### config.mk
export PLATFORM = sky130hd
export DESIGN_NAME = pancake_sorter_core
export DESIGN_NICKNAME = d
export VERILOG_FILES = /design/src/sv/pks_pkg.sv /design/src/sv/pks_ram.sv /design/src/sv/pancake_sorter_core.sv
export SDC_FILE = /design/constraint.sdc
export NUM_CORES = 2
export LEC_CHECK = 0
export BUFFER_PORTS_ARGS = -buffer_cell sky130_fd_sc_hd__buf_2
export CORE_MARGIN = 10
export CORE_UTILIZATION = 30
export DETAILED_ROUTE_END_ITERATION = 16
export GPL_TIMING_DRIVEN = 0
export RECOVER_POWER = 100
export SYNTH_ARGS = -nofsm -noshare
export SYNTH_HDL_FRONTEND = slang
export SYNTH_SLANG_ARGS = --single-unit
### constraint.sdc
create_clock -name clock -period 5.2 [get_ports clock]
set_input_delay 0.26 -clock clock [delete_from_list [all_inputs] [get_ports clock]]
set_output_delay 0.26 -clock clock [all_outputs]
set_load 0.02 [all_outputs]
### src/sv/pks_pkg.sv
// Shared types, constants and the control store for the pancake sorter.
// Depends on nothing; used by pancake_sorter_core.
package pks_pkg;

   // Default sizes of the element store and the value word.
   localparam int DEF_MAX_ITEMS  = 64;
   localparam int DEF_VALUE_BITS = 16;

   // Width of the step counter and of a jump target.
   localparam int UPC_BITS = 5;

   typedef logic [UPC_BITS-1:0] upc_type;

   // Datapath action driven by one control word.
   typedef enum logic [4:0] {
      ACT_NONE,
      ACT_LOAD,
      ACT_SIZE_SET,
      ACT_SCAN_INIT,
      ACT_SCAN_RD,
      ACT_SCAN_CMP,
      ACT_REV1_INIT,
      ACT_REV2_INIT,
      ACT_SWAP_A,
      ACT_SWAP_B,
      ACT_SWAP_C,
      ACT_SWAP_D,
      ACT_SIZE_DEC,
      ACT_OUT_INIT,
      ACT_OUT_RD,
      ACT_OUT_LD,
      ACT_CLEAR
   } act_type;

   // Jump condition; the step counter takes the target when it holds.
   typedef enum logic [3:0] {
      COND_NEXT,
      COND_ALWAYS,
      COND_NOT_LAST_ACCEPT,
      COND_SIZE_LE1,
      COND_SCAN_MORE,
      COND_BEST_AT_END,
      COND_LO_GE_HI,
      COND_OUT_BUSY,
      COND_OUT_MORE
   } cond_type;

   typedef struct packed {
      act_type  act;
      cond_type cond;
      upc_type  target;
   } uword_type;

   // Step addresses of the program.
   localparam upc_type ST_IDLE      = 5'd0;
   localparam upc_type ST_SORT_INIT = 5'd1;
   localparam upc_type ST_SIZE_TEST = 5'd2;
   localparam upc_type ST_SCAN_INIT = 5'd3;
   localparam upc_type ST_SCAN_RD   = 5'd4;
   localparam upc_type ST_SCAN_CMP  = 5'd5;
   localparam upc_type ST_TOP_TEST  = 5'd6;
   localparam upc_type ST_R1_INIT   = 5'd7;
   localparam upc_type ST_R1_TEST   = 5'd8;
   localparam upc_type ST_R1_A      = 5'd9;
   localparam upc_type ST_R1_B      = 5'd10;
   localparam upc_type ST_R1_C      = 5'd11;
   localparam upc_type ST_R1_D      = 5'd12;
   localparam upc_type ST_R2_INIT   = 5'd13;
   localparam upc_type ST_R2_TEST   = 5'd14;
   localparam upc_type ST_R2_A      = 5'd15;
   localparam upc_type ST_R2_B      = 5'd16;
   localparam upc_type ST_R2_C      = 5'd17;
   localparam upc_type ST_R2_D      = 5'd18;
   localparam upc_type ST_SIZE_DEC  = 5'd19;
   localparam upc_type ST_OUT_INIT  = 5'd20;
   localparam upc_type ST_OUT_WAIT  = 5'd21;
   localparam upc_type ST_OUT_RD    = 5'd22;
   localparam upc_type ST_OUT_LD    = 5'd23;
   localparam upc_type ST_OUT_TEST  = 5'd24;
   localparam upc_type ST_DONE      = 5'd25;

   // The control program: one word per step.
   function automatic uword_type ucode_rom(upc_type upc);
      uword_type w;
      begin
         w = '{act: ACT_NONE, cond: COND_ALWAYS, target: ST_IDLE};
         unique case (upc)
            ST_IDLE:      w = '{ACT_LOAD,      COND_NOT_LAST_ACCEPT, ST_IDLE};
            ST_SORT_INIT: w = '{ACT_SIZE_SET,  COND_NEXT,            ST_IDLE};
            ST_SIZE_TEST: w = '{ACT_NONE,      COND_SIZE_LE1,        ST_OUT_INIT};
            ST_SCAN_INIT: w = '{ACT_SCAN_INIT, COND_NEXT,            ST_IDLE};
            ST_SCAN_RD:   w = '{ACT_SCAN_RD,   COND_NEXT,            ST_IDLE};
            ST_SCAN_CMP:  w = '{ACT_SCAN_CMP,  COND_SCAN_MORE,       ST_SCAN_RD};
            ST_TOP_TEST:  w = '{ACT_NONE,      COND_BEST_AT_END,     ST_SIZE_DEC};
            ST_R1_INIT:   w = '{ACT_REV1_INIT, COND_NEXT,            ST_IDLE};
            ST_R1_TEST:   w = '{ACT_NONE,      COND_LO_GE_HI,        ST_R2_INIT};
            ST_R1_A:      w = '{ACT_SWAP_A,    COND_NEXT,            ST_IDLE};
            ST_R1_B:      w = '{ACT_SWAP_B,    COND_NEXT,            ST_IDLE};
            ST_R1_C:      w = '{ACT_SWAP_C,    COND_NEXT,            ST_IDLE};
            ST_R1_D:      w = '{ACT_SWAP_D,    COND_ALWAYS,          ST_R1_TEST};
            ST_R2_INIT:   w = '{ACT_REV2_INIT, COND_NEXT,            ST_IDLE};
            ST_R2_TEST:   w = '{ACT_NONE,      COND_LO_GE_HI,        ST_SIZE_DEC};
            ST_R2_A:      w = '{ACT_SWAP_A,    COND_NEXT,            ST_IDLE};
            ST_R2_B:      w = '{ACT_SWAP_B,    COND_NEXT,            ST_IDLE};
            ST_R2_C:      w = '{ACT_SWAP_C,    COND_NEXT,            ST_IDLE};
            ST_R2_D:      w = '{ACT_SWAP_D,    COND_ALWAYS,          ST_R2_TEST};
            ST_SIZE_DEC:  w = '{ACT_SIZE_DEC,  COND_ALWAYS,          ST_SIZE_TEST};
            ST_OUT_INIT:  w = '{ACT_OUT_INIT,  COND_NEXT,            ST_IDLE};
            ST_OUT_WAIT:  w = '{ACT_NONE,      COND_OUT_BUSY,        ST_OUT_WAIT};
            ST_OUT_RD:    w = '{ACT_OUT_RD,    COND_NEXT,            ST_IDLE};
            ST_OUT_LD:    w = '{ACT_OUT_LD,    COND_NEXT,            ST_IDLE};
            ST_OUT_TEST:  w = '{ACT_NONE,      COND_OUT_MORE,        ST_OUT_WAIT};
            ST_DONE:      w = '{ACT_CLEAR,     COND_ALWAYS,          ST_IDLE};
            default:      w = '{ACT_NONE,      COND_ALWAYS,          ST_IDLE};
         endcase
         return w;
      end
   endfunction

endpackage

### src/sv/pks_ram.sv
// Generic single-write, single-read RAM with a registered read port.
// Depends on nothing.
module pks_ram #(
   parameter int WIDTH = 16,
   parameter int DEPTH = 64
) (
   input  logic                     clock,
   input  logic                     wr_en,
   input  logic [$clog2(DEPTH)-1:0] wr_addr,
   input  logic [WIDTH-1:0]         wr_data,
   input  logic [$clog2(DEPTH)-1:0] rd_addr,
   output logic [WIDTH-1:0]         rd_data
);

   logic [WIDTH-1:0] mem_ff [DEPTH];
   logic [WIDTH-1:0] rd_data_ff;

   // Write port and registered read port.
   always_ff @(posedge clock) begin
      if (wr_en) begin
         mem_ff[wr_addr] <= wr_data;
      end
      rd_data_ff <= mem_ff[rd_addr];
   end

   assign rd_data = rd_data_ff;

endmodule

### src/sv/pancake_sorter_core.sv
// Pancake sorter top level: microcoded sequencer, element store and result register.
// Depends on pks_pkg and pks_ram.
//
//   Channel   Ports                                 Direction  Meaning
//   request   req_valid/ready, value, final_item    in         one element of the set
//   response  rsp_valid/ready, sorted_value, final  out        sorted elements, last marked
//
// A non-final item is taken without leaving the load step. After the final item
// the store of N elements is sorted by passes of size s = N..2: each pass scans
// the prefix one element at a time, then, unless the largest is already at the
// end, runs two reversals, one swap at a time, through the store's single read port.
// Results then leave one at a time, each read once the response register is free.
// Reset is synchronous and clears the step counter, the fill count and the
// response valid; the store needs no clearing. A stalled response holds its item.
module pancake_sorter_core
   #(
      parameter int MAX_ITEMS  = pks_pkg::DEF_MAX_ITEMS,
      parameter int VALUE_BITS = pks_pkg::DEF_VALUE_BITS
   ) (
      input  logic                  clock,
      input  logic                  reset,
      input  logic                  req_valid,
      output logic                  req_ready,
      input  logic [VALUE_BITS-1:0] req_value,
      input  logic                  req_final_item,
      output logic                  rsp_valid,
      input  logic                  rsp_ready,
      output logic [VALUE_BITS-1:0] rsp_sorted_value,
      output logic                  rsp_final_result
   );

   import pks_pkg::*;

   localparam int AW = $clog2(MAX_ITEMS);
   localparam int CW = $clog2(MAX_ITEMS + 1);
   localparam logic [CW-1:0] FULL_COUNT = CW'(MAX_ITEMS);
   localparam logic [CW-1:0] ONE        = CW'(1);

   // Control state.
   upc_type         upc_ff, upc_in;
   logic [CW-1:0]   count_ff, count_in;
   logic            rsp_valid_ff, rsp_valid_in;

   // Datapath registers.
   logic [CW-1:0]         size_ff, size_in;
   logic [CW-1:0]         k_ff, k_in;
   logic [CW-1:0]         best_ff, best_in;
   logic [VALUE_BITS-1:0] best_val_ff, best_val_in;
   logic [CW-1:0]         lo_ff, lo_in;
   logic [CW-1:0]         hi_ff, hi_in;
   logic [VALUE_BITS-1:0] tmp_ff, tmp_in;
   logic [VALUE_BITS-1:0] out_val_ff, out_val_in;
   logic                  out_last_ff, out_last_in;

   // Store ports.
   logic                  wr_en;
   logic [AW-1:0]         wr_addr;
   logic [VALUE_BITS-1:0] wr_data;
   logic [AW-1:0]         rd_addr;
   logic [VALUE_BITS-1:0] rd_data;

   uword_type uw;
   logic      accept;
   logic      cond_true;

   assign uw        = ucode_rom(upc_ff);
   assign req_ready = (uw.act == ACT_LOAD);
   assign accept    = req_valid && req_ready;

   pks_ram #(
      .WIDTH (VALUE_BITS),
      .DEPTH (MAX_ITEMS)
   ) u_store (
      .clock   (clock),
      .wr_en   (wr_en),
      .wr_addr (wr_addr),
      .wr_data (wr_data),
      .rd_addr (rd_addr),
      .rd_data (rd_data)
   );

   // Jump condition of the current control word.
   always_comb begin
      unique case (uw.cond)
         COND_NEXT:            cond_true = 1'b0;
         COND_ALWAYS:          cond_true = 1'b1;
         COND_NOT_LAST_ACCEPT: cond_true = !(accept && req_final_item);
         COND_SIZE_LE1:        cond_true = (size_ff <= ONE);
         COND_SCAN_MORE:       cond_true = ((k_ff + ONE) < size_ff);
         COND_BEST_AT_END:     cond_true = (best_ff == (size_ff - ONE));
         COND_LO_GE_HI:        cond_true = !(lo_ff < hi_ff);
         COND_OUT_BUSY:        cond_true = rsp_valid_ff && !rsp_ready;
         COND_OUT_MORE:        cond_true = (k_ff != count_ff);
         default:              cond_true = 1'b0;
      endcase
   end

   // Step counter.
   always_comb begin
      upc_in = cond_true ? uw.target : upc_ff + upc_type'(1);
   end

   // Datapath actions.
   always_comb begin
      count_in     = count_ff;
      rsp_valid_in = rsp_valid_ff && !rsp_ready;
      size_in      = size_ff;
      k_in         = k_ff;
      best_in      = best_ff;
      best_val_in  = best_val_ff;
      lo_in        = lo_ff;
      hi_in        = hi_ff;
      tmp_in       = tmp_ff;
      out_val_in   = out_val_ff;
      out_last_in  = out_last_ff;
      wr_en        = 1'b0;
      wr_addr      = count_ff[AW-1:0];
      wr_data      = req_value;
      rd_addr      = k_ff[AW-1:0];
      unique case (uw.act)
         ACT_NONE: begin
         end
         ACT_LOAD: begin
            // Items past a full store are dropped.
            if (accept && (count_ff < FULL_COUNT)) begin
               wr_en    = 1'b1;
               count_in = count_ff + ONE;
            end
         end
         ACT_SIZE_SET: begin
            size_in = count_ff;
         end
         ACT_SCAN_INIT: begin
            k_in    = '0;
            best_in = '0;
         end
         ACT_SCAN_RD: begin
            rd_addr = k_ff[AW-1:0];
         end
         ACT_SCAN_CMP: begin
            // Strictly greater keeps the first position of the largest value.
            if ((k_ff == '0) || ($signed(rd_data) > $signed(best_val_ff))) begin
               best_in     = k_ff;
               best_val_in = rd_data;
            end
            k_in = k_ff + ONE;
         end
         ACT_REV1_INIT: begin
            lo_in = '0;
            hi_in = best_ff;
         end
         ACT_REV2_INIT: begin
            lo_in = '0;
            hi_in = size_ff - ONE;
         end
         ACT_SWAP_A: begin
            rd_addr = lo_ff[AW-1:0];
         end
         ACT_SWAP_B: begin
            tmp_in  = rd_data;
            rd_addr = hi_ff[AW-1:0];
         end
         ACT_SWAP_C: begin
            wr_en   = 1'b1;
            wr_addr = lo_ff[AW-1:0];
            wr_data = rd_data;
         end
         ACT_SWAP_D: begin
            wr_en   = 1'b1;
            wr_addr = hi_ff[AW-1:0];
            wr_data = tmp_ff;
            lo_in   = lo_ff + ONE;
            hi_in   = hi_ff - ONE;
         end
         ACT_SIZE_DEC: begin
            size_in = size_ff - ONE;
         end
         ACT_OUT_INIT: begin
            k_in = '0;
         end
         ACT_OUT_RD: begin
            rd_addr = k_ff[AW-1:0];
         end
         ACT_OUT_LD: begin
            out_val_in   = rd_data;
            out_last_in  = ((k_ff + ONE) == count_ff);
            rsp_valid_in = 1'b1;
            k_in         = k_ff + ONE;
         end
         ACT_CLEAR: begin
            count_in = '0;
         end
         default: begin
         end
      endcase
   end

   // Control registers.
   always_ff @(posedge clock) begin
      if (reset) begin
         upc_ff       <= ST_IDLE;
         count_ff     <= '0;
         rsp_valid_ff <= 1'b0;
      end else begin
         upc_ff       <= upc_in;
         count_ff     <= count_in;
         rsp_valid_ff <= rsp_valid_in;
      end
   end

   // Datapath registers.
   always_ff @(posedge clock) begin
      size_ff     <= size_in;
      k_ff        <= k_in;
      best_ff     <= best_in;
      best_val_ff <= best_val_in;
      lo_ff       <= lo_in;
      hi_ff       <= hi_in;
      tmp_ff      <= tmp_in;
      out_val_ff  <= out_val_in;
      out_last_ff <= out_last_in;
   end

   assign rsp_valid        = rsp_valid_ff;
   assign rsp_sorted_value = out_val_ff;
   assign rsp_final_result = out_last_ff;

endmodule

Word level (Yosys, flattened, before mapping)

Memories as Yosys holds them, arrays and structs flattened. A register that Yosys moved wholly into a read port is not among the register bits.
Cells that the tools add are included.
Widths: inputs -> output; s select.

Reduce and logical (&&, ||, !) cells: 22
Mux-type cells: 19
Add/sub/neg operators: 6
$lt $le $gt $ge: 5
Equality and inequality tests: 27

Operators with widths:

| kind                | count |
|---|---|
| $pmux 7 s2          | 5 |
| $eq 5x4->1 const B  | 7 |
| $pmux 16 s2         | 1 |
| $pmux 6 s2          | 2 |
| $add 7x1->7 const B | 3 |
| $pmux 7 s3          | 1 |
| $eq 4x3->1 const B  | 4 |
| $gt 16x16->1        | 1 |
| $eq 5x3->1 const B  | 3 |
| $eq 7x7->1          | 2 |
| $lt 7x7->1          | 2 |
| $mux 7              | 2 |
| $sub 7x1->7 const B | 2 |
| $eq 5x2->1 const B  | 2 |
| $mux 5              | 2 |
| $reduce_bool 2->1   | 5 |
| $eq 4x2->1 const B  | 2 |
| $pmux 1 s8          | 1 |
| $reduce_or 2->1     | 4 |
| $le 7x1->1 const B  | 1 |
| $logic_not 7->1     | 1 |
| $lt 7x7->1 const B  | 1 |
| $ne 7x7->1          | 1 |
| $reduce_and 2->1    | 3 |
| other kinds (13)    | 21 |

Memory bits (writable): 1,024
Memories: 2
Bits in registers: 97
Memory bits (read-only): 448
Input port bits: 21

Memory list:

| name            | words | bits a word | read ports | clocked after Yosys merged registers in | wr ports | RTL line      | RTL |
|---|---|---|---|---|---|---|---|
| u_store.mem_ff  | 64    | 16          | 1          | 1                                       | 1        | pks_ram.sv:15 | `logic [WIDTH-1:0] mem_ff [DEPTH];` |
| (no name shown) | 32    | 14          | 1          | 1                                       | 0        | pks_pkg.sv:87 | `unique case (upc)` |

Longest topological paths before layout

Depth after elaboration: 7
Mapped depth: 20
Depth with buffers taken out: 18

Cells and area by module

From an unflattened synthesis, not the netlist that was laid out.

Cell total of the unflattened synthesis: 2,487
Area, all modules: 46,648.5 µm²

By module, submodules not included:

| module              | instances | area each (µm²) | cells an instance | sequential area each (µm²) |
|---|---|---|---|---|
| pks_ram             | 1         | 40,042.2        | 1,829             | 31,069.8 |
| pancake_sorter_core | 1         | 6,606.3         | 658               | 3,062.9 |

Least setup slack after synthesis

Ideal clock, no wire load.

Kind: register to register
From: reg uw[10] (netlist name)
To: mem u_store.mem_ff[0][0] (data pin)
Stages on the path, launching flop included: 8
Required time: 4.651 ns
Clock period less this slack: 3.867 ns
Arrival: 3.319 ns
Slack: 1.333 ns
Setup time: 0.549 ns
Path through: dfxtp_1 buf_1 nand2_1 nor2_1 clkbuf_1 buf_1 nor2_1 a21oi_1

Cells in the longest elaborated chain, start to end: 2

RTL lines:

| what                   | RTL line                   | RTL |
|---|---|---|
| $eq 5x4->1             | pancake_sorter_core.sv:120 | `unique case (uw.act)` |
| $pmux 16 s2 (*)        | pancake_sorter_core.sv:120 |  |
| net u_store.wr_data[0] | pks_ram.sv:10              | `input logic [WIDTH-1:0] wr_data,` |
| end, declared          | pks_ram.sv:15              |  |

Mark *: on every way through the listed nets, which the timed path passes. The rest lies on a longest branch.

Worst setup path after layout

From: reg uw[9] (netlist name)
To: mem u_store.mem_ff[10][7] (enable)

Cells in the longest elaborated chain, start to end: 7

RTL lines:

| what                         | RTL line                                              | RTL |
|---|---|---|
| $eq 5x1->1                   | pancake_sorter_core.sv:67, pancake_sorter_core.sv:120 |  |
| $logic_and 1x1->1            | pancake_sorter_core.sv:68                             | `assign accept = req_valid && req_ready;` |
| $logic_and 1x1->1            | pancake_sorter_core.sv:125                            | `if (accept && (count_ff < FULL_COUNT)) begin` |
| $mux 1                       | pancake_sorter_core.sv:125                            |  |
| $pmux 1 s2                   | pancake_sorter_core.sv:120                            |  |
| $mux 1                       | pks_ram.sv:20                                         | `if (wr_en) begin` |
| $mux 1 (not written as such) | pks_ram.sv:21                                         | `mem_ff[wr_addr] <= wr_data;` |

Parallel ways exist; a longest one is shown, timed or not.

==> metrics <==
status=complete, but fails checks; failing checks=max-capacitance violations, max-slew violations; DRC Markers=0; largest net degree at the start of global routing=37; power per cell area=~470 nW/um2; Slew Viols, Final=411; Die X=413.6 um; I/O Pins=40; internal power=17.64 mW; total core area=154,000 um2; GRT Total Usage=0.1339; normalized max-slew margin=-0.5731; Sw Ratio=0.2945; Area contributors post-synth=edfxtp_1 72%, mux4_2 12%, mux2i_1 2.1%; GPL Wtd Cong=0.9011; Yosys warning count=0; Combinational Power Share=0.232; worst-path maximum fanout=9; register area share after synthesis=0.7343; Gate Count Post-Synth=about 2,500; Clock Path Buffers=3; Post-synth EDFFs=1,108; Setup CP Type=reg -> reg; Setup crit start kind=flop; flip-flop and latch count after synthesis=1,151; max_cap viols=19; Pre-antenna DRT Iters=7; CP bufs+invs=2; clock share of power=0.336; HPWL after detailed placement=80,900 um; cell type with the highest aggregate area in the netlist=edfxtp_1; Setup-failing EPs final=0; final core area utilization=0.3488; dpl cells=4,611; Iter 0 DRT Violations=approximately 2,300; post-synth top area share=0.7158; Final ANT Viol Nets=0; Unique masters post-synth=68; CP Cell Sequence=clkbuf_1 -> nor3b_1 -> and2_0 -> nand2_1 -> o31ai_1 -> nand2_1 -> nor2_1 -> clkbuf_1; Crit-path slowest cell=nor2_1; RSZ-0062 raised after global routing=false; share of power burned in registers=0.432; CP required=5.54 ns; vias in the first global route=24,250; Clock Tree Root=clkbuf_16; CTS HTree Levels=3; clock sinks=about 1,200; Worst Hold End=count_ff[6]$_SDFFE_PP0P_; minimum clock period=4.962 ns; Worst-Skew Late Latency=0.71 ns; first-pass GRT wire length=169,700 um; sw power=around 7.4 mW; maximum vdd ir drop=0.3371 mV; nets@finish=2,749; period utilisation layout=0.9541; Placed Instance Area=50,910 um2; Total Die Area=171,100 um2; Critical Path End Type=flop; worst hold start=req_valid; Syn Nets=2,520; CTS tree=done; die height=413.6 um; top_reg_cell synth=edfxtp_1; worst r2r path cells=8; arrival time worst endpoint=5.30 ns; hold depth=5; Critical R2R Launch=uw[9]$_DFF_P_; Worst R2R End=u_store.mem_ff[10][7]$_DFFE_PP_; slowest cell delay on critical path=0.92 ns; num rows=144; Final Cell Area=53,740 um2; Setup Skew=0.02589 ns; drt total wl=117,000 um; initial antenna violation count=3; mapped cell area=46,480 um2; ys async rst share=0; worst hold slack=0.09045 ns; Syn Area/Cell=18.92 um2; share of layout cells above drive strength 1=0.2031; leak pwr=17.05 nW; GR Overflow Total=0; area grow syn2layout=15.60%; Hold Vio Cnt, Final=0; Via density=4.997; Initial Util=0.3017; Worst Max-Slew Pin Slew=2.360 ns; fmax=201.6 MHz; R2R Setup Slk=0.24 ns; worst hold-check path type=in -> reg; Num CTS Buffers=114; port bufs=39; routed vias=24,120; Power Total=25.00 mW; clk slew on worst S/H paths=0.06 ns; Final Non-Filler Cells=4,827; WL/cell=24.24 um; CP top delay family=simple AND/OR/NAND/NOR gates
[placed cells by master (no fill, tap or decap), types with 19 or more instances in the layout]
master     instances
mux2i_1           97
nor2_2            20
xnor2_1           25
a211oi_1         117
mux4_2           256
xor2_1            21
nor2b_1           73
a21oi_1          110
nor2_1           130
nand3_1           23
nand2_1           59
dfxtp_1           43
clkinv_1          19
clkbuf_16        116
edfxtp_1        1108
clkbuf_1         157
inv_1             49
o21ai_0           22
buf_2             56
ha_1              42
[registers in the layout (all words and copies together), names as in the netlist, 5 cells and up]
| name | flops |
|---|---|
| hi_ff | 7 |
| best_val_ff | 16 |
| size_ff | 7 |
| u_store.rd_data | 16 |
| u_store.mem_ff | 1024 |
| uw | 14 |
| best_ff | 7 |
| k_ff | 7 |
| lo_ff | 7 |
| rsp_sorted_value | 16 |
| upc_ff | 5 |
| tmp_ff | 16 |
| count_ff | 7 |
[tightest hold or removal path, stage by stage]
cell     delay (ns)
buf_2          0.11
nand2_1        0.16
nor3_1         0.08
nor2_1         0.08
nor2_1         0.04
[final cells by class]
class,instances,area (um2)
antenna,1,2.502
buffer,131,603.1
clock buffer,143,3024
clock inverter,69,789.5
fill,14390,100300
inverter,50,192.7
multi-input combinational,1125,11560
sequential,1151,34130
tap,2044,2557
timing repair buffer,113,874.6
[cell usage after synthesis, types with 3 or more instances]
master     number
edfxtp_1     1108
mux4_2        256
nor2_1        148
a211oi_1      117
a21oi_1       113
mux2i_1        96
nor2b_1        73
clkbuf_1       69
nand2_1        59
inv_1          49
dfxtp_1        43
ha_1           42
buf_2          38
xnor2_1        25
nand3_1        23
o21ai_0        22
xor2_1         21
nor3_1         18
buf_4          13
and2_1          8
buf_1           8
nand2b_1        8
nand4_1         8
a21o_1          6
and3_1          5
nor4_1          5
o21a_1          5
o221ai_1        5
a31oi_1         4
o2111ai_1       4
o21ai_1         4
or3_1           4
buf_6           3
mux2_2          3
nor3b_1         3
[per-stage QoR]
step / setup slack [ns] / TNS [ns]
2_1_floorplan: 1.333 / 0
3_3_place_gp: -3.045 / -2279.77
3_5_place_dp: 0.3556 / 0
4_1_cts: 0.3376 / 0
5_1_grt: 0.07497 / 0
6_report: 0.2385 / 0
[worst max path at each step]
stage / startpoint / endpoint / slack [ns] / cells past startpoint
floorplan: uw[10]$_DFF_P_ / u_store.mem_ff[0][0]$_DFFE_PP_ / 1.33 / 7
detailed placement: uw[9]$_DFF_P_ / u_store.rd_data[12]$_DFF_P_ / 0.36 / 12
global placement: uw[10]$_DFF_P_ / u_store.mem_ff[39][5]$_DFFE_PP_ / -3.05 / 7
finish: uw[9]$_DFF_P_ / u_store.mem_ff[10][7]$_DFFE_PP_ / 0.24 / 8
CTS: uw[9]$_DFF_P_ / u_store.rd_data[12]$_DFF_P_ / 0.34 / 12
global route: uw[10]$_DFF_P_ / u_store.mem_ff[41][6]$_DFFE_PP_ / 0.07 / 9
[metal layers]
| layer | part of all wire | wire (um) | vias to the layer above | GRT usage |
|---|---|---|---|---|
| met5 | 0 | 0 | - | 0 |
| met4 | 0.040 | 4729 | 0 | 0.05413 |
| met3 | 0.069 | 8101 | 196 | 0.02475 |
| met2 | 0.48 | 55790 | 880 | 0.2150 |
| met1 | 0.41 | 48390 | 12610 | 0.1787 |
| li1 | - | - | 10440 | - |
[power by group through the flow]
stage	logic, mW	registers [mW]	clock network (mW)
2_1_floorplan	3.73	10.9	0
4_1_cts	5.89	10.8	8.53
5_1_grt	6.11	10.8	8.92
3_3_place_gp	5.66	11.0	0
6_report	5.79	10.8	8.40
3_5_place_dp	5.87	11.0	0
[repair_timing]
action	4_1_cts	5_1_grt
hold endpoints to repair	2	0
setup buffers	0	0
hold buffers	2	0
resized for setup	0	0
[logic make-up (layout without fill, tap and decap cells)]
family | Yosys count | count (layout) | share of synthesized area
compound gates | 305 | 305 | 0.04304
fa+ha+maj | 42 | 42 | 0.01131
xor+xnor | 46 | 46 | 0.008667
buf+inv | 181 | 506 | 0.01728
other cells | 0 | 1 | 0
simple gates | 375 | 375 | 0.03916
mux | 357 | 357 | 0.1462
flops | 1151 | 1151 | 0.7343
No activity file was read; power rests on OpenSTA's default activity.
